`config.mk`:
```
export PLATFORM = sky130hd
export DESIGN_NAME = aar_front
export DESIGN_NICKNAME = d
export VERILOG_FILES = /design/src/sv/aar_pkg.sv /design/src/sv/aar_front.sv
export SDC_FILE = /design/constraint.sdc
export NUM_CORES = 2
export LEC_CHECK = 0
export BUFFER_PORTS_ARGS = -buffer_cell sky130_fd_sc_hd__buf_2
export CAP_MARGIN = 20
export CORE_ASPECT_RATIO = 1.4
export CORE_MARGIN = 5
export CORE_UTILIZATION = 35
export DETAILED_ROUTE_END_ITERATION = 16
export GPL_TIMING_DRIVEN = 0
export PLACE_DENSITY = 0.56
export SLEW_MARGIN = 25
export SYNTH_ARGS = -nofsm -noshare
export SYNTH_HDL_FRONTEND = slang
export SYNTH_SLANG_ARGS = --single-unit
```
`constraint.sdc`:
```
create_clock -name clk -period 22.1 [get_ports clk]
set_clock_uncertainty 0.05 [all_clocks]
set_input_delay 4.42 -clock clk [delete_from_list [all_inputs] [get_ports clk]]
set_output_delay 4.42 -clock clk [all_outputs]
set_load 0.05 [all_outputs]
```
`src/sv/aar_pkg.sv`:
```
// Shared types, constants and rounding helper for the axis-angle rotation block.
package aar_pkg;

  localparam int CORDIC_STEPS = 30;
  localparam int N2_W         = 32;                 // width of |v|^2
  localparam int SQRT_STEPS   = N2_W;               // one root bit per stage
  localparam int DIV_STEPS    = 31;                 // quotient bits of a unit component
  localparam int NORM_LAT     = SQRT_STEPS + DIV_STEPS + 1;
  localparam int ALIGN_STAGES = NORM_LAT - CORDIC_STEPS - 1;

  localparam logic signed [33:0] Q30_ONE     = 34'sd1073741824;
  localparam logic signed [33:0] Q30_PI      = 34'sd3373259426;
  localparam logic signed [33:0] Q30_HALF_PI = 34'sd1686629713;
  localparam logic signed [33:0] INV_GAIN    = 34'sd652032874;

  localparam logic signed [33:0] ATAN_Q30 [CORDIC_STEPS] = '{
    34'sd843314856, 34'sd497837829, 34'sd263043836, 34'sd133525158, 34'sd67021686,
    34'sd33543515, 34'sd16775850, 34'sd8388437, 34'sd4194282, 34'sd2097149,
    34'sd1048575, 34'sd524287, 34'sd262143, 34'sd131071, 34'sd65535,
    34'sd32767, 34'sd16383, 34'sd8191, 34'sd4095, 34'sd2047,
    34'sd1023, 34'sd511, 34'sd255, 34'sd127, 34'sd63,
    34'sd31, 34'sd15, 34'sd8, 34'sd4, 34'sd2
  };

  typedef struct packed {
    logic signed [33:0] z;
    logic               neg;
    logic [N2_W-1:0]    n2;
    logic [2:0][15:0]   mag;
    logic [2:0]         sgn;
    logic               zero;
  } item_t;

  typedef struct packed {
    logic signed [33:0] s;
    logic signed [33:0] c;
    logic signed [33:0] t;
  } trig_t;

  // Q30 x Q30 product back to Q30, round half up
  function automatic logic signed [35:0] rnd30(input logic signed [69:0] p);
    logic signed [69:0] a;
    a = p + 70'sd536870912;
    return a[65:30];
  endfunction

endpackage

```
`src/sv/aar_front.sv`:
```
// Front end: takes a request, reduces the angle and squares the axis.
module aar_front (
  input  logic                 clk,
  input  logic                 rst,
  input  logic                 accept,
  input  logic signed [15:0]   angle,
  input  logic signed [15:0]   axis_x,
  input  logic signed [15:0]   axis_y,
  input  logic signed [15:0]   axis_z,
  output logic                 item_valid,
  output aar_pkg::item_t       item
);
  import aar_pkg::*;

  logic signed [33:0] z_raw;
  logic signed [31:0] sq_x, sq_y, sq_z;
  logic [N2_W-1:0]    n2;
  item_t              item_next;

  assign z_raw = $signed({angle[15], angle, 17'b0});
  assign sq_x  = axis_x * axis_x;
  assign sq_y  = axis_y * axis_y;
  assign sq_z  = axis_z * axis_z;
  assign n2    = {1'b0, sq_x[30:0]} + {1'b0, sq_y[30:0]} + {1'b0, sq_z[30:0]};

  always_comb begin
    item_next = '0;
    if (z_raw > Q30_HALF_PI) begin
      item_next.z   = z_raw - Q30_PI;
      item_next.neg = 1'b1;
    end else if (z_raw < -Q30_HALF_PI) begin
      item_next.z   = z_raw + Q30_PI;
      item_next.neg = 1'b1;
    end else begin
      item_next.z   = z_raw;
      item_next.neg = 1'b0;
    end
    item_next.n2     = n2;
    item_next.mag[0] = axis_x[15] ? 16'(-axis_x) : 16'(axis_x);
    item_next.mag[1] = axis_y[15] ? 16'(-axis_y) : 16'(axis_y);
    item_next.mag[2] = axis_z[15] ? 16'(-axis_z) : 16'(axis_z);
    item_next.sgn    = {axis_z[15], axis_y[15], axis_x[15]};
    item_next.zero   = (n2 == '0);
  end

  always_ff @(posedge clk) begin
    if (rst) begin
      item_valid <= 1'b0;
    end else begin
      item_valid <= accept;
    end
  end

  always_ff @(posedge clk) begin
    if (accept) begin
      item <= item_next;
    end
  end

endmodule

```
* Word level (Yosys, flattened, before mapping)
Index checks and enable logic that the tools add are counted.
Storage, ports and cells: bits in registers 120, bits of input ports 67, output and inout bits 120, word-level logic and storage cells 30
Operators by class: add/subtract/negate cells 7, multipliers 3, order comparisons 2, multiplexer cells 5, reductions and logical operators 1
Operator list (number):
- $mul A16 B16 Y31 | 3
- $mux W35 | 2
- $neg A16 Y16 | 3
- $mux W15 | 3
- $add A33 B33 Y34 const B | 1
- $sub A33 B33 Y34 const B | 1
- $gt A33 B32 Y1 const B | 1
- $lt A33 B32 Y1 const B | 1
- $add A31 B31 Y32 | 1
- $add A32 B31 Y32 | 1
- $logic_not A32 Y1 | 1

* Logic depth before layout (Yosys ltp)
depth after elaboration 4, depth in mapped cells 38, mapped depth without buffers 36

* Worst setup path before layout
OpenSTA, ideal clock, no wires.
path type input port to flip-flop, start input port axis_z[7], end register item[0] (netlist name) (data pin), library setup time 0.168 ns, arrival 12.508 ns, required time 21.882 ns, setup slack 9.374 ns, cell stages on the path 32, buffers on the path 2, cell sequence clkbuf_1 -> clkbuf_1 -> nand2_1 -> fa_1 -> inv_1 -> fa_1 -> ha_1 -> inv_1 -> fa_1 -> inv_1 -> fa_1 -> fa_1 -> ha_1 -> a2111o_1 -> or2_2 -> a31o_2 -> a21oi_1 -> xor2_1 -> fa_1 -> inv_1 -> ha_1 -> a2111oi_0 -> nand3b_1 -> o211ai_2 -> o21ai_0 -> xor2_1 -> a211oi_1 -> o2111ai_1 -> nor4b_1 -> or4b_1 -> nor4_2 -> nor4b_4
RTL lines:
- start: declaration | RTL line aar_front.sv:9 | input logic signed [15:0] axis_z,
- end signal: assignment | RTL line aar_front.sv:56 | item <= item_next;
- end: declaration | RTL line aar_front.sv:11 | output aar_pkg::item_t item

==> run metrics <==
outcome=finished, final reports clean; Synth cell types=73; CTS Sinks=~110; WHS Endpoint=item_valid; critical path class=in2reg; final WL=a little over 80 mm; CP Capture Type=register; largest cells by area after synthesis=fa_1, inv_1, ha_1; slew of the pin with the lowest slew margin=about 1 ns; fin crit share=0.6631; DRT antenna net count=0; GRT Util Overall=0.1703; Most Frequent Cell on Critical Path=fa_1; final worst path period need=between 10 and 15 ns; Final setup viols=0; slew margin rel.=0.3397; Top FF cell, synth=edfxtp_1; Detailed Place HPWL=approximately 70 mm; # Post-CTS Setup Buffers=0; finished layout cell area=approximately 36000 um^2; layout filler cell count=around 9600; Vert. Die Dim=373.3 um; Largest stage delay, worst path=0.81 ns; final hold vios=0; IO Pins=187; vias per cell=approximately 4.7; Hold Path Depth=2; starting density of the core=0.3516; CTS Hold Bufs=0; DP Area=35440 um^2; largest area contributor in the netlist=fa_1; critical path launch point type=input pin; Setup TNS=0 ns; fmax=68.24 MHz; row cnt=133; nets@finish=between 4000 and 5000; die area=approximately 100000 um^2; WP data required=about 22 ns; first-pass GRT wire length=between 100 and 150 mm; number of synthesis warnings=0; PortBufs=around 180; Async SR Flop Fraction=0; Max-cap violations=0; area of the core=around 94000 um^2; post-synthesis sequential area ratio=0.09525; Via Count=23242; Synth top area share=0.4350; TritonCTS clock tree=built; largest net degree at the start of global routing=61; Pins Over Slew Limit=0; post-cts sizing count=0; P&R area growth vs syn=8.349%; Cells after Synth=around 3500; WL/cell=16.74 um; hold path start=rst; Clock transition at path regs=roughly 0.10 ns; syn nets=4619; ratio of cells with drive above 1 in the final layout=0.06493; Post-synth EDFFs=around 100; initial antenna violation count=2; crit path DAT=around 15 ns; DRC=0; number of global-route vias before repair=25767; H-tree depth=3; Max FO, Critical Path=10; setup repair after global routing missed its margin=no; Syn Std Cell Area=~33000 um^2; Crit-path slowest cell=nor4b_1; synthesized area per cell=approximately 9.3 um^2; Starting DRT DRC Count=~1000; maximum clock insertion buffer count=2; global route overflow=0; number of synthesized register bits=around 110; Root Buffer=clkbuf_16; RePlAce Congestion=around 0.86; drt first pass iters=5; Die X-Extent=around 270 um; Hold Crit Class=in2reg; TritonCTS Buffers=9
[cell usage after synthesis, types with 5 or more instances]
cell / number
inv_1: 1052
fa_1: 717
ha_1: 301
nand2_1: 283
nor2_1: 164
xnor2_1: 148
edfxtp_1: 104
a21oi_1: 91
and2_1: 90
o21ai_0: 81
clkbuf_1: 76
xor2_1: 60
a21o_1: 41
nor3_1: 28
nand2b_1: 23
o21a_1: 21
nand3_1: 19
nor2b_1: 16
buf_4: 15
o21bai_1: 15
buf_1: 14
clkinv_1: 12
o31ai_1: 12
a211oi_1: 11
a31o_2: 11
o211ai_1: 11
a31oi_1: 8
and3_1: 8
nand4_1: 8
or2_2: 7
or3_1: 7
a21boi_0: 5
nor4_1: 5
o41ai_1: 5
[critical path, delay by kind of cell]
family / cells / cell delay [ns]
simple gates: 7 / 2.49
xor+xnor: 2 / 0.33
fa+ha+maj: 9 / 3.97
compound gates: 8 / 2.25
buf+inv: 7 / 1.41
[sequential cells by signal (all words and copies together), names as in the netlist]
name / cells
item: 104
item_valid: 1
[per-stage QoR]
step / cells / setup slack, ns / hold slack [ns] / util
floorplan: 3534 / 9.374 / 4.442 / -
global placement: 4925 / 7.091 / 4.531 / 0.3772
detailed placement: 4926 / 7.036 / 4.536 / 0.3776
CTS: 4942 / 7.513 / 4.046 / 0.3809
global route: 4944 / 6.941 / 4.073 / 0.3810
finish: 4944 / 7.445 / 4.086 / 0.3810
[per-layer routing]
layer | GRT usage | vias up | share of wire
met5 | 0 | - | 0
met4 | 0.06073 | 0 | 0.036
met3 | 0.02325 | 134 | 0.042
met2 | 0.3215 | 502 | 0.54
met1 | 0.1961 | 11730 | 0.39
li1 | - | 10876 | -
[layout by cell type, fill, tap and decap left out, drive strengths merged, types with 90 or more instances in the layout]
| cell | n |
|---|---|
| inv | 1055 |
| fa | 717 |
| ha | 301 |
| nand2 | 283 |
| buf | 206 |
| nor2 | 164 |
| xnor2 | 148 |
| edfxtp | 104 |
| a21oi | 92 |
| and2 | 90 |
[kinds of logic after synthesis]
group / Yosys count / share of synthesized area
adders and majority gates: 1018 / 0.5491
xor gates and xnor gates: 208 / 0.05521
and+or+nand+nor: 678 / 0.09498
other: 1 / 0.0001136
buffers and inverters: 1170 / 0.1348
DFF: 105 / 0.09525
AOI/OAI and AO/OA: 352 / 0.06988
muxes: 2 / 0.0006824
[final cells by class]
type	count	area, um^2	share of cell area
antenna	2	5.005	0.0001400
buffer	105	450.4	0.01260
clock buffer	9	225.2	0.006299
clock inverter	7	86.33	0.002415
inverter	1065	3998	0.1118
multi-input combinational	2259	25410	0.7106
sequential	105	3143	0.08791
tap	1215	1520	0.04252
timing repair buffer	177	918.4	0.02569
[worst max path at each step]
stage	from	cells past startpoint	to	slack [ns]
finish	axis_z[5]	33	item[0]	7.45
global route	axis_z[5]	31	item[0]	6.94
CTS	axis_z[5]	33	item[0]	7.51
detailed placement	axis_z[5]	33	item[0]	7.04
global placement	axis_z[5]	33	item[0]	7.09
floorplan	axis_z[7]	32	item[0]	9.37
Power is not shown: default switching activity piles up to over one toggle a cycle in this logic, so the estimate is an artifact.
