[src/sv/aar_pkg.sv]
// Shared types, constants and rounding helper for the axis-angle rotation block.
package aar_pkg;

  localparam int CORDIC_STEPS = 30;
  localparam int N2_W         = 32;                 // width of |v|^2
  localparam int SQRT_STEPS   = N2_W;               // one root bit per stage
  localparam int DIV_STEPS    = 31;                 // quotient bits of a unit component
  localparam int NORM_LAT     = SQRT_STEPS + DIV_STEPS + 1;
  localparam int ALIGN_STAGES = NORM_LAT - CORDIC_STEPS - 1;

  localparam logic signed [33:0] Q30_ONE     = 34'sd1073741824;
  localparam logic signed [33:0] Q30_PI      = 34'sd3373259426;
  localparam logic signed [33:0] Q30_HALF_PI = 34'sd1686629713;
  localparam logic signed [33:0] INV_GAIN    = 34'sd652032874;

  localparam logic signed [33:0] ATAN_Q30 [CORDIC_STEPS] = '{
    34'sd843314856, 34'sd497837829, 34'sd263043836, 34'sd133525158, 34'sd67021686,
    34'sd33543515, 34'sd16775850, 34'sd8388437, 34'sd4194282, 34'sd2097149,
    34'sd1048575, 34'sd524287, 34'sd262143, 34'sd131071, 34'sd65535,
    34'sd32767, 34'sd16383, 34'sd8191, 34'sd4095, 34'sd2047,
    34'sd1023, 34'sd511, 34'sd255, 34'sd127, 34'sd63,
    34'sd31, 34'sd15, 34'sd8, 34'sd4, 34'sd2
  };

  typedef struct packed {
    logic signed [33:0] z;
    logic               neg;
    logic [N2_W-1:0]    n2;
    logic [2:0][15:0]   mag;
    logic [2:0]         sgn;
    logic               zero;
  } item_t;

  typedef struct packed {
    logic signed [33:0] s;
    logic signed [33:0] c;
    logic signed [33:0] t;
  } trig_t;

  // Q30 x Q30 product back to Q30, round half up
  function automatic logic signed [35:0] rnd30(input logic signed [69:0] p);
    logic signed [69:0] a;
    a = p + 70'sd536870912;
    return a[65:30];
  endfunction

endpackage

[src/sv/aar_queue.sv]
// Two-entry queue between the front end and the arithmetic back end.
module aar_queue (
  input  logic           clk,
  input  logic           rst,
  input  logic           push,
  input  aar_pkg::item_t push_item,
  output logic           head_valid,
  output aar_pkg::item_t head,
  output logic           full
);
  import aar_pkg::*;

  item_t      mem [2];
  logic       wr, rd;
  logic [1:0] cnt, cnt_next;
  logic       pop;

  // back end never stalls, so the head leaves every cycle it is present
  assign pop        = (cnt != 2'd0);
  assign head_valid = pop;
  assign head       = mem[rd];
  assign full       = (cnt == 2'd2);

  always_comb begin
    cnt_next = cnt;
    if (push && !pop) begin
      cnt_next = cnt + 2'd1;
    end else if (pop && !push) begin
      cnt_next = cnt - 2'd1;
    end
  end

  always_ff @(posedge clk) begin
    if (rst) begin
      wr  <= 1'b0;
      rd  <= 1'b0;
      cnt <= 2'd0;
    end else begin
      if (push) wr <= ~wr;
      if (pop)  rd <= ~rd;
      cnt <= cnt_next;
    end
  end

  always_ff @(posedge clk) begin
    if (push) begin
      mem[wr] <= push_item;
    end
  end

endmodule

[config.mk]
export PLATFORM = sky130hd
export DESIGN_NAME = aar_queue
export DESIGN_NICKNAME = d
export VERILOG_FILES = /design/src/sv/aar_pkg.sv /design/src/sv/aar_queue.sv
export SDC_FILE = /design/constraint.sdc
export NUM_CORES = 1
export LEC_CHECK = 0
export ABC_AREA = 1
export BUFFER_PORTS_ARGS = -buffer_cell sky130_fd_sc_hd__buf_2
export CORE_ASPECT_RATIO = 1.75
export CORE_MARGIN = 1
export CORE_UTILIZATION = 46
export DETAILED_ROUTE_END_ITERATION = 16
export PLACE_DENSITY = 0.74
export SLEW_MARGIN = 20
export SYNTH_ARGS = -nofsm -noshare
export SYNTH_HDL_FRONTEND = slang
export SYNTH_SLANG_ARGS = --single-unit
[constraint.sdc]
create_clock -name clk -period 6.6 [get_ports clk]
set_clock_uncertainty 0.1 [all_clocks]
set_input_delay 1.32 -clock clk [delete_from_list [all_inputs] [get_ports clk]]
set_output_delay 1.32 -clock clk [all_outputs]
set_load 0.05 [all_outputs]
# Yosys cells after proc, flatten, opt, wreduce, memory -nomap -nowiden
# Memories as Yosys holds them, arrays and structs flattened. A register that Yosys moved wholly into a read port is not among the register bits.
# Index checks and enable logic that the tools add are counted.
# totals
latchBits,0
ff_bits,4
romBits,0
out_inout_bits,121
in_bits,122
mem_bits_rw,238
mem_count,1
# classes
mux,6
div,0
n_eq_ne,1
add_sub_neg,2
magnitude_cmp,0
shifts,0
reduce_logical,6
n_mul,0
n_bitwise,2
# mem_list
memory,depth,word_bits,read_ports,rd_clocked_by_memory_dff,write_ports,line,rtl
mem,2,119,1,1,1,aar_queue.sv:13,item_t mem [2];
# ops
operator,count
$mux 1,4
$mux 2,2
$reduce_bool 2->1,2
$add 2x1->2 const B,1
$eq 2x2->1 const B,1
$logic_and 1x1->1,2
$logic_not 1->1,2
$not 1->1,2
$sub 2x1->2 const B,1

# Logic depth before layout (Yosys ltp)
# Gate-level depths: netlist (run 1).
# logic_depth
word_depth,4
mapped_depth,8

# Worst setup path after synthesis (run 1)
# OpenSTA, ideal clock, no wires.
# synth_timing
kind,in2reg
start,input push
end,"memory mem[0][0] (netlist name), enable pin"
stages,2
arrival_ns,6.338
path_slack_ns,-0.440
required_time_ns,5.898
path_buffers,0
cell_sequence,inv_1 -> nor2_1
# synth_via
elab_chain_len,2
# synth_rtl
element,line,rtl
start: declaration,aar_queue.sv:5,"input logic push,"
$mux 1,aar_queue.sv:46,if (push) begin
$mux 1 (implied by the code),aar_queue.sv:47,mem[wr] <= push_item;
end: declaration,aar_queue.sv:13,
# Every way passes these cells.

==> summary.md, run 1 <==
| Metric | Value |
|---|---|
| HPWL after DPL | `11590 um` |
| Tightest Hold Check Type | `reg -> reg` |
| Worst hold path depth | `1` |
| Reg2Reg Capture Point | `mem[1][39]` |
| Busiest layer in global routing | `met2` |
| Vias in the first global route | `4920` |
| Endpoints failing setup | `0` |
| # port buffers | `242` |
| Fin crit share | `0.6372` |
| Final Power | `4.598 mW` |
| CTS tree | `done` |
| GR Util met1 | `0.1421` |
| Die Ht | `185.9 um` |
| Gr usage total | `0.1637` |
| Maximum buffer depth of the clock tree | `3` |
| Reg-to-reg setup timing slack | `4150 ps` |
| Final Cell Area | `10960 um2` |
| Post-CTS Hold Fix Bufs | `0` |
| Setup bufs post-CTS | `0` |
| H-tree depth | `1` |
| Die Width | `107.1 um` |
| Nets | `782` |
| Post-DP Area | `10260 um2` |
| Antenna Nets Post-Route | `0` |
| Clk root buf | `clkbuf_16` |
| Peak supply drop | `0.0003942 V` |
| Clk slew on worst S/H paths | `60 ps` |
| Cell count after synthesis | `403` |
| Synth unique cells | `14` |
| Synth Register Bits | `243` |
| Slew headroom | `0.3193` |
| Setup TNS | `0 ps` |
| Wire per inst | `18.44 um` |
| Commonest non-fill, non-tap cells in the layout | `buf_2, edfxtp_1, mux2_2, clkbuf_16, inv_1` |
| Seq/Total Area, Yosys | `0.8155` |
| Count of final hold-check violations | `0` |
| Layout area overhead | `23.32%` |
| Most common cell after layout, fill and taps aside | `buf_2` |
| MaxCap Viol Count | `0` |
| RSZ-0062 raised after global routing | `false` |
| Syn Nets | `526` |
| Grt met3 use | `0.03291` |
| DIE AREA | `19900 um2` |
| Worst endpoint required time | `5180 ps` |
| Initial detailed-routing violation count | `148` |
| Leakage power | `4.116 nW` |
| Reg2Reg Depth | `3` |
| Crit path DAT | `2790 ps` |
| CTS sink cnt | `243` |
| Drt via density | `4.991` |
| Synth Cell Area | `8886 um2` |
| Largest net degree at the start of global routing | `77` |
| R2R Path Start | `wr` |
| Crit path kind | `reg -> out` |
| Tmin final | `4205 ps` |
| Crit path max fanout | `71` |
| Num ports | `243` |
| Clock Latency Late Sink | `490 ps` |
| CP endpoint kind | `output pin` |
| Initial antenna violation count | `5` |
| First-pass GRT wire length | `24290 um` |
| Outcome | `finished, final reports clean` |
| Worst Tran Pin Value | `1021 ps` |
| Residual DRC count | `0` |
| Slew Viols, Final | `0` |
| Grt ovf | `0` |
| Hold Startpoint | `rd` |
| Worst setup SP type | `flip-flop` |
| First-pass iteration count of the detailed router | `4` |
| Fmax | `0.2378 GHz` |
| DR vias | `4577` |
| Met2 usage | `0.3339` |
| Num CTS Buffers | `21` |
| Total Wirelength | `16910 um` |
| Post-CTS Resized | `0` |
| Rows | `66` |
| Gpl congestion | `0.7449` |
| PwrDens | `419.6 nW/um2` |
| Fraction of layout cells with a size suffix above 1 | `0.5905` |
| Core Area | `18750 um2` |
| Syn_area_per_cell | `22.05 um2` |
| Initial Util | `0.4740` |
| Ys Warns | `0` |
-- power by group --
part	switching, mW	total (mW)	internal, mW
clock network	0.498	1.20	0.698
registers	0.0989	1.90	1.80
logic	1.06	1.50	0.440
-- flip-flops by register name, indices dropped and copies added, names as in the netlist, named ones only --
| name | flops |
|---|---|
| mem | 238 |
| cnt | 2 |
| rd | 1 |
| wr | 1 |
-- kinds of logic (layout without fill, tap and decap cells) --
family                   Yosys count  count (layout)  share of synthesized area
AO/OA/AOI/OAI                      5               5                   0.002816
adder cells (fa/ha/maj)            1               1                   0.001408
buffers and inverters             22             293                    0.02337
flip-flops                       243             243                     0.8155
multiplexers                     119             119                     0.1508
other                              0               5                          0
AND/OR/NAND/NOR                   13              13                   0.006054
-- how the worst max path moves through the flow --
stage / start / end / slack, ps / cells after the start
after floorplan: push / mem[0][0] / 1630 / 2
after global placement: flip-flop / head[43] / 2900 / 3
after detailed placement: flip-flop / head[43] / 2860 / 3
after CTS: flip-flop / head[43] / 2320 / 3
after global routing: flip-flop / head[89] / 2230 / 3
final: flip-flop / head[88] / 2390 / 3
-- critical path, stage by stage (launching register included) --
cell	delay [ps]
dfxtp_4	950
buf_4	650
mux2_2	410
buf_2	210
-- metrics by stage --
step	setup WS, ps	util	hold slack, ps	instances
finish	2395	0.5846	371.1	917
global route	2230	0.5844	403.5	916
CTS	2317	0.5839	364.0	912
detailed placement	2856	0.5476	340.3	874
global placement	2896	0.5476	330.1	874
floorplan	1633	-	325.5	403
-- layout make-up --
class	count	area, um2
fillers	1436	7787
flip-flops and latches	243	7251
multi-input cells	138	1439
repair buffers	246	1241
clock buffers	28	581.8
well taps	238	297.8
clock inverters	10	98.84
inverters	9	36.28
diodes	5	12.51
-- layer usage --
layer  share of wire  up-vias  routed length (um)
met3           0.061       41                1024
met5               0        -                   0
met1            0.30     2258                5093
li1                -     2099                   -
met2            0.60      179               10070
met4           0.042        0                 715
-- cells in the mapped netlist --
master	n	share of area
a21oi_1	3	0.0017
buf_6	2	0.0025
clkbuf_8	11	0.017
dfxtp_1	5	0.011
edfxtp_1	238	0.80
ha_1	1	0.0014
inv_1	9	0.0038
mux2_2	119	0.15
nand2_1	5	0.0021
nand3_1	1	0.00056
nand4_1	1	0.00070
nor2_1	5	0.0021
nor3_1	1	0.00056
o21ai_0	2	0.0011
Power figures use the tool's default switching activity.
==> inputs of run 2 (changes only) <==
--- a/config.mk
+++ b/config.mk
@@ -11,7 +11,7 @@
 export CORE_MARGIN = 1
 export CORE_UTILIZATION = 46
 export DETAILED_ROUTE_END_ITERATION = 16
-export PLACE_DENSITY = 0.74
+export PLACE_DENSITY = 0.71
 export SLEW_MARGIN = 20
 export SYNTH_ARGS = -nofsm -noshare
 export SYNTH_HDL_FRONTEND = slang
==> constraint.sdc (replaced) <==
create_clock -name clk -period 4 [get_ports clk]
set_clock_uncertainty 0.1 [all_clocks]
set_input_delay 0.8 -clock clk [delete_from_list [all_inputs] [get_ports clk]]
set_output_delay 0.8 -clock clk [all_outputs]
set_load 0.05 [all_outputs]
==> summary.md, run 2 (synthesized netlist as in run 1, its figures left out) <==
| Metric | Value |
|---|---|
| Outcome | `finished, final reports clean` |
| Residual DRC count | `0` |
| Die Width | `107.1 um` |
| First-pass GRT wire length | `24920 um` |
| First-pass iteration count of the detailed router | `4` |
| DIE AREA | `19900 um2` |
| Rows | `66` |
| Endpoints failing setup | `0` |
| Initial detailed-routing violation count | `114` |
| CTS sink cnt | `243` |
| Tightest Hold Check Type | `reg -> reg` |
| Most common cell after layout, fill and taps aside | `buf_2` |
| Fin crit share | `0.8197` |
| Num CTS Buffers | `21` |
| Vias in the first global route | `4947` |
| Antenna Nets Post-Route | `0` |
| Total Wirelength | `17750 um` |
| RSZ-0062 raised after global routing | `false` |
| Slew Viols, Final | `0` |
| Reg-to-reg setup timing slack | `2080 ps` |
| DR vias | `4644` |
| Reg2Reg Depth | `3` |
| Clock Latency Late Sink | `490 ps` |
| Wire per inst | `19.23 um` |
| Gpl congestion | `0.7989` |
| Slew headroom | `0.4256` |
| MaxCap Viol Count | `0` |
| GR Util met1 | `0.1499` |
| Fmax | `0.3050 GHz` |
| R2R Path Start | `wr` |
| Setup TNS | `0 ps` |
| HPWL after DPL | `12220 um` |
| Initial Util | `0.4740` |
| Maximum buffer depth of the clock tree | `3` |
| Final Power | `7.727 mW` |
| Hold Startpoint | `rd` |
| Nets | `785` |
| Post-CTS Hold Fix Bufs | `0` |
| Initial antenna violation count | `13` |
| Peak supply drop | `0.0004098 V` |
| Grt ovf | `0` |
| Fin Hold WS | `376.0 ps` |
| Clk root buf | `clkbuf_16` |
| Die Ht | `185.9 um` |
| Crit path DAT | `2380 ps` |
| CTS tree | `done` |
| Top reg by flops | `mem` |
| # port buffers | `242` |
| Layout area overhead | `24.49%` |
| Crit path max fanout | `55` |
| PwrDens | `698.5 nW/um2` |
| Crit path kind | `reg -> out` |
| Drt via density | `5.031` |
| Met2 usage | `0.3249` |
| Core Area | `18750 um2` |
| Largest net degree at the start of global routing | `120` |
| Setup bufs post-CTS | `0` |
| Commonest non-fill, non-tap cells in the layout | `buf_2, edfxtp_1, mux2_2, clkbuf_16, inv_1` |
| Gr usage total | `0.1699` |
| Count of final hold-check violations | `0` |
| Fraction of layout cells with a size suffix above 1 | `0.5935` |
| CP endpoint kind | `output pin` |
| Worst endpoint required time | `3100 ps` |
| Post-CTS Resized | `0` |
| H-tree depth | `1` |
| Worst Tran Pin Value | `861.6 ps` |
| Reg2Reg Capture Point | `mem[1][32]` |
| Leakage power | `4.152 nW` |
| Max reg flops | `238` |
| Num ports | `243` |
| Busiest layer in global routing | `met2` |
| Largest registers | `mem (238), cnt (2)` |
| Grt met3 use | `0.03922` |
| Worst setup SP type | `flip-flop` |
| Clk slew on worst S/H paths | `70 ps` |
| Tmin final | `3279 ps` |
| Worst hold path depth | `1` |
==> run 2: cell types whose count changed in the layout (fill, tap and decap cells not counted), sizes merged <==
cell,delta
buf,+3
inv,-1
bufinv,+2
clkinv,-4
diode,+6
==> run 2: worst max-delay path by stage <==
stage                   start        end  slack (ps)  depth (start not counted)
global placement    flip-flop   head[71]        1270                          3
finish              flip-flop   head[68]         720                          3
detailed placement  flip-flop   head[68]        1180                          3
CTS                 flip-flop   head[68]         650                          3
global route        flip-flop   head[68]         580                          3
floorplan                push  mem[1][0]         260                          2
==> run 2: final cells by class <==
| type | instances | area (um2) |
|---|---|---|
| Fill cell | 1431 | 7684 |
| Sequential cell | 243 | 7251 |
| Multi-Input combinational cell | 138 | 1439 |
| Timing Repair Buffer | 249 | 1301 |
| Clock buffer | 28 | 571.8 |
| Tap cell | 238 | 297.8 |
| Clock inverter | 7 | 137.6 |
| Inverter | 9 | 36.28 |
| Antenna cell | 11 | 27.53 |
==> run 2: through the flow <==
stage / setup slack (ps) / area (um2) / utilization / instances
floorplan: 258.1 / 8894 / - / 403
global placement: 1273 / 10320 / 0.5508 / 877
detailed placement: 1179 / 10320 / 0.5508 / 877
CTS: 650.1 / 11030 / 0.5886 / 912
global route: 580.8 / 11060 / 0.5900 / 922
finish: 721.3 / 11060 / 0.5901 / 923
==> run 2: worst max-delay path, cell delays in order, from the launching register on <==
cell	delay (ps)
dfxtp_4	850
buf_4	420
mux2_2	390
buf_2	210
==> run 2: per-layer routing <==
metal,up-vias,share of wire,wire (um)
met1,2277,0.31,5566
met3,56,0.061,1085
met2,189,0.57,10140
met4,6,0.052,928
met5,-,0.0020,35
li1,2116,-,-
==> run 2: power by group <==
part	switching [mW]	leakage [nW]	internal, mW
clock network	0.827	0.345	1.26
logic	1.78	1.53	0.750
registers	0.146	2.28	2.97
==> inputs of run 3 (changes only) <==
--- a/config.mk
+++ b/config.mk
@@ -5,13 +5,13 @@
 export SDC_FILE = /design/constraint.sdc
 export NUM_CORES = 1
 export LEC_CHECK = 0
-export ABC_AREA = 1
+export ABC_AREA = 0
 export BUFFER_PORTS_ARGS = -buffer_cell sky130_fd_sc_hd__buf_2
 export CORE_ASPECT_RATIO = 1.75
 export CORE_MARGIN = 1
 export CORE_UTILIZATION = 46
 export DETAILED_ROUTE_END_ITERATION = 16
-export PLACE_DENSITY = 0.71
+export PLACE_DENSITY = 0.74
 export SLEW_MARGIN = 20
 export SYNTH_ARGS = -nofsm -noshare
 export SYNTH_HDL_FRONTEND = slang
==> constraint.sdc (replaced) <==
create_clock -name clk -period 2.9 [get_ports clk]
set_clock_uncertainty 0.1 [all_clocks]
set_input_delay 0.58 -clock clk [delete_from_list [all_inputs] [get_ports clk]]
set_output_delay 0.58 -clock clk [all_outputs]
set_load 0.05 [all_outputs]
==> summary.md, run 3 <==
| Metric | Value |
|---|---|
| CP top delay family | `buffers and inverters` |
| Fill count | `1439` |
| Antenna Nets Post-Route | `0` |
| CP bufs+invs | `2` |
| Num CTS Buffers | `21` |
| # port buffers | `242` |
| Commonest non-fill, non-tap cells in the layout | `buf_2, edfxtp_1, mux2_2, clkbuf_16, clkbuf_1` |
| Tightest Hold Check Type | `in -> reg` |
| Crit path kind | `reg -> out` |
| Maximum buffer depth of the clock tree | `3` |
| Initial detailed-routing violation count | `170` |
| Layout area overhead | `24.72%` |
| Count of final hold-check violations | `0` |
| Wire per inst | `18.87 um` |
| Leakage power | `4.108 nW` |
| MaxCap Viol Count | `0` |
| Synth top cells by count | `edfxtp_1, mux2_2, buf_6, dfxtp_1, nor2_1` |
| Slowest CP cell | `buf_4` |
| Fin crit share | `0.9044` |
| Synth Register Bits | `243` |
| EDFF count, synth | `238` |
| Rows | `66` |
| CTS tree | `done` |
| PwrDens | `974.6 nW/um2` |
| Clk root buf | `clkbuf_16` |
| Setup bufs post-CTS | `0` |
| Area leader, netlist | `edfxtp_1` |
| Top reg by flops | `mem` |
| DR vias | `4520` |
| Post-DP Area | `10310 um2` |
| Gpl congestion | `0.7894` |
| Max reg flops | `238` |
| Clock Latency Late Sink | `480 ps` |
| CP endpoint kind | `output pin` |
| Worst setup SP type | `flip-flop` |
| Largest net degree at the start of global routing | `77` |
| Residual DRC count | `0` |
| Fin Hold WS | `181.9 ps` |
| Worst Tran Pin Value | `661.0 ps` |
| Post-CTS Resized | `0` |
| First-pass iteration count of the detailed router | `4` |
| Final Power | `10.74 mW` |
| Core Area | `18660 um2` |
| Worst endpoint required time | `2220 ps` |
| Initial antenna violation count | `2` |
| Worst path depth | `3` |
| R2R Path Start | `wr` |
| Post-synth top area share | `0.8087` |
| Slew headroom | `0.5593` |
| RSZ-0062 raised after global routing | `false` |
| Synth Cell Area | `8837 um2` |
| Final Cell Area | `11020 um2` |
| Post-CTS Hold Fix Bufs | `0` |
| Outcome | `finished, final reports clean` |
| Die Ht | `185.4 um` |
| Gr usage total | `0.1657` |
| Tmin final | `2623 ps` |
| FFs w/ async S/R, synth | `0` |
| Crit path DAT | `1940 ps` |
| Total Wirelength | `17130 um` |
| First-pass GRT wire length | `24680 um` |
| Crit path to | `head[116]` |
| Fmax | `0.3813 GHz` |
| Reg2Reg Capture Point | `mem[0][101]` |
| Dpl ws | `742.6 ps` |
| Reg-to-reg setup timing slack | `1340 ps` |
| Synth unique cells | `16` |
| Layout Cells excl Fill | `908` |
| Cell count after synthesis | `392` |
| Num ports | `243` |
| Endpoints failing setup | `0` |
| Reg2Reg Depth | `2` |
| Most numerous cell in the Yosys netlist | `edfxtp_1` |
| Top cells by area in the synthesized netlist | `edfxtp_1, mux2_2, buf_6` |
| Critical Path Max Stage Delay | `460 ps` |
| Slew Viols, Final | `0` |
| H-tree depth | `1` |
| CTS sink cnt | `243` |
| Setup TNS | `0 ps` |
| Core Util, Final | `0.5906` |
| Worst path cell trace | `buf_4 -> mux2_2 -> buf_2` |
| Clk slew on worst S/H paths | `70 ps` |
| Vias in the first global route | `4970` |
| Syn_area_per_cell | `22.54 um2` |
| Seq/Total Area, Yosys | `0.8200` |
| Syn Nets | `515` |
| DIE AREA | `19790 um2` |
| Die Width | `106.8 um` |
| Nets | `773` |
| Setup WS post-layout | `277.3 ps` |
| Crit path max fanout | `43` |
| HPWL after DPL | `11550 um` |
| Placed Instances | `865` |
| Initial Util | `0.4735` |
| Peak supply drop | `0.0006147 V` |
| Ys Warns | `0` |
| Largest registers | `mem (238), cnt (2)` |
| Grt ovf | `0` |
| Most common cell after layout, fill and taps aside | `buf_2` |
| Synth Flop Type | `edfxtp_1` |
| Drt via density | `4.978` |
| Fraction of layout cells with a size suffix above 1 | `0.5979` |
-- run 3: cell types whose count changed in the layout (fill, tap and decap cells not counted), moves of 2 or more --
cell and delta:
inv_1 -7, diode_2 -5, nand2_1 -5, clkinv_1 +3, xor2_1 +3, a21oi_1 -2
buf_4 -2, clkbuf_1 +2, clkbuf_8 -2
-- run 3: per-layer routing --
layer / vias up / part of all wire / global-route usage / wire length, um
met5: - / 0 / 0 / 0
met3: 52 / 0.052 / 0.02709 / 887
met2: 162 / 0.59 / 0.3319 / 10060
met4: 0 / 0.047 / 0.09260 / 809
met1: 2232 / 0.31 / 0.1527 / 5370
li1: 2074 / - / - / -
-- run 3: logic make-up after synthesis --
family	synth area share
XOR/XNOR	0.003965
AO/OA/AOI/OAI	0.001132
multiplexers	0.1516
adder cells (fa/ha/maj)	0.001416
AND/OR/NAND/NOR	0.005240
buffers and inverters	0.01657
flip-flops	0.8200
-- run 3: cell type report --
class,instances,area (um2),share of cell area
inverters,1,3.754,0.0003406
clock inverters,9,142.6,0.01294
multi-input cells,135,1454,0.1319
flip-flops and latches,243,7251,0.6579
clock buffers,28,551.8,0.05006
diodes,6,15.01,0.001362
repair buffers,248,1306,0.1185
well taps,238,297.8,0.02702
-- run 3: worst min-delay path by stage --
stage	start	end	slack, ps	cells after the start
floorplan	cnt[1]	cnt[1]	360	2
global placement	cnt[1]	cnt[1]	380	2
detailed placement	cnt[1]	cnt[1]	400	2
CTS	push_item[62]	mem[0][62]	160	1
global route	push_item[110]	mem[1][110]	160	1
finish	push_item[5]	mem[0][5]	180	1
-- run 3: power breakdown --
part           internal, mW  switching (mW)  total, mW
Sequential             4.12          0.0747       4.20
Combinational          1.06            2.64       3.70
Clock                  1.69            1.15       2.84
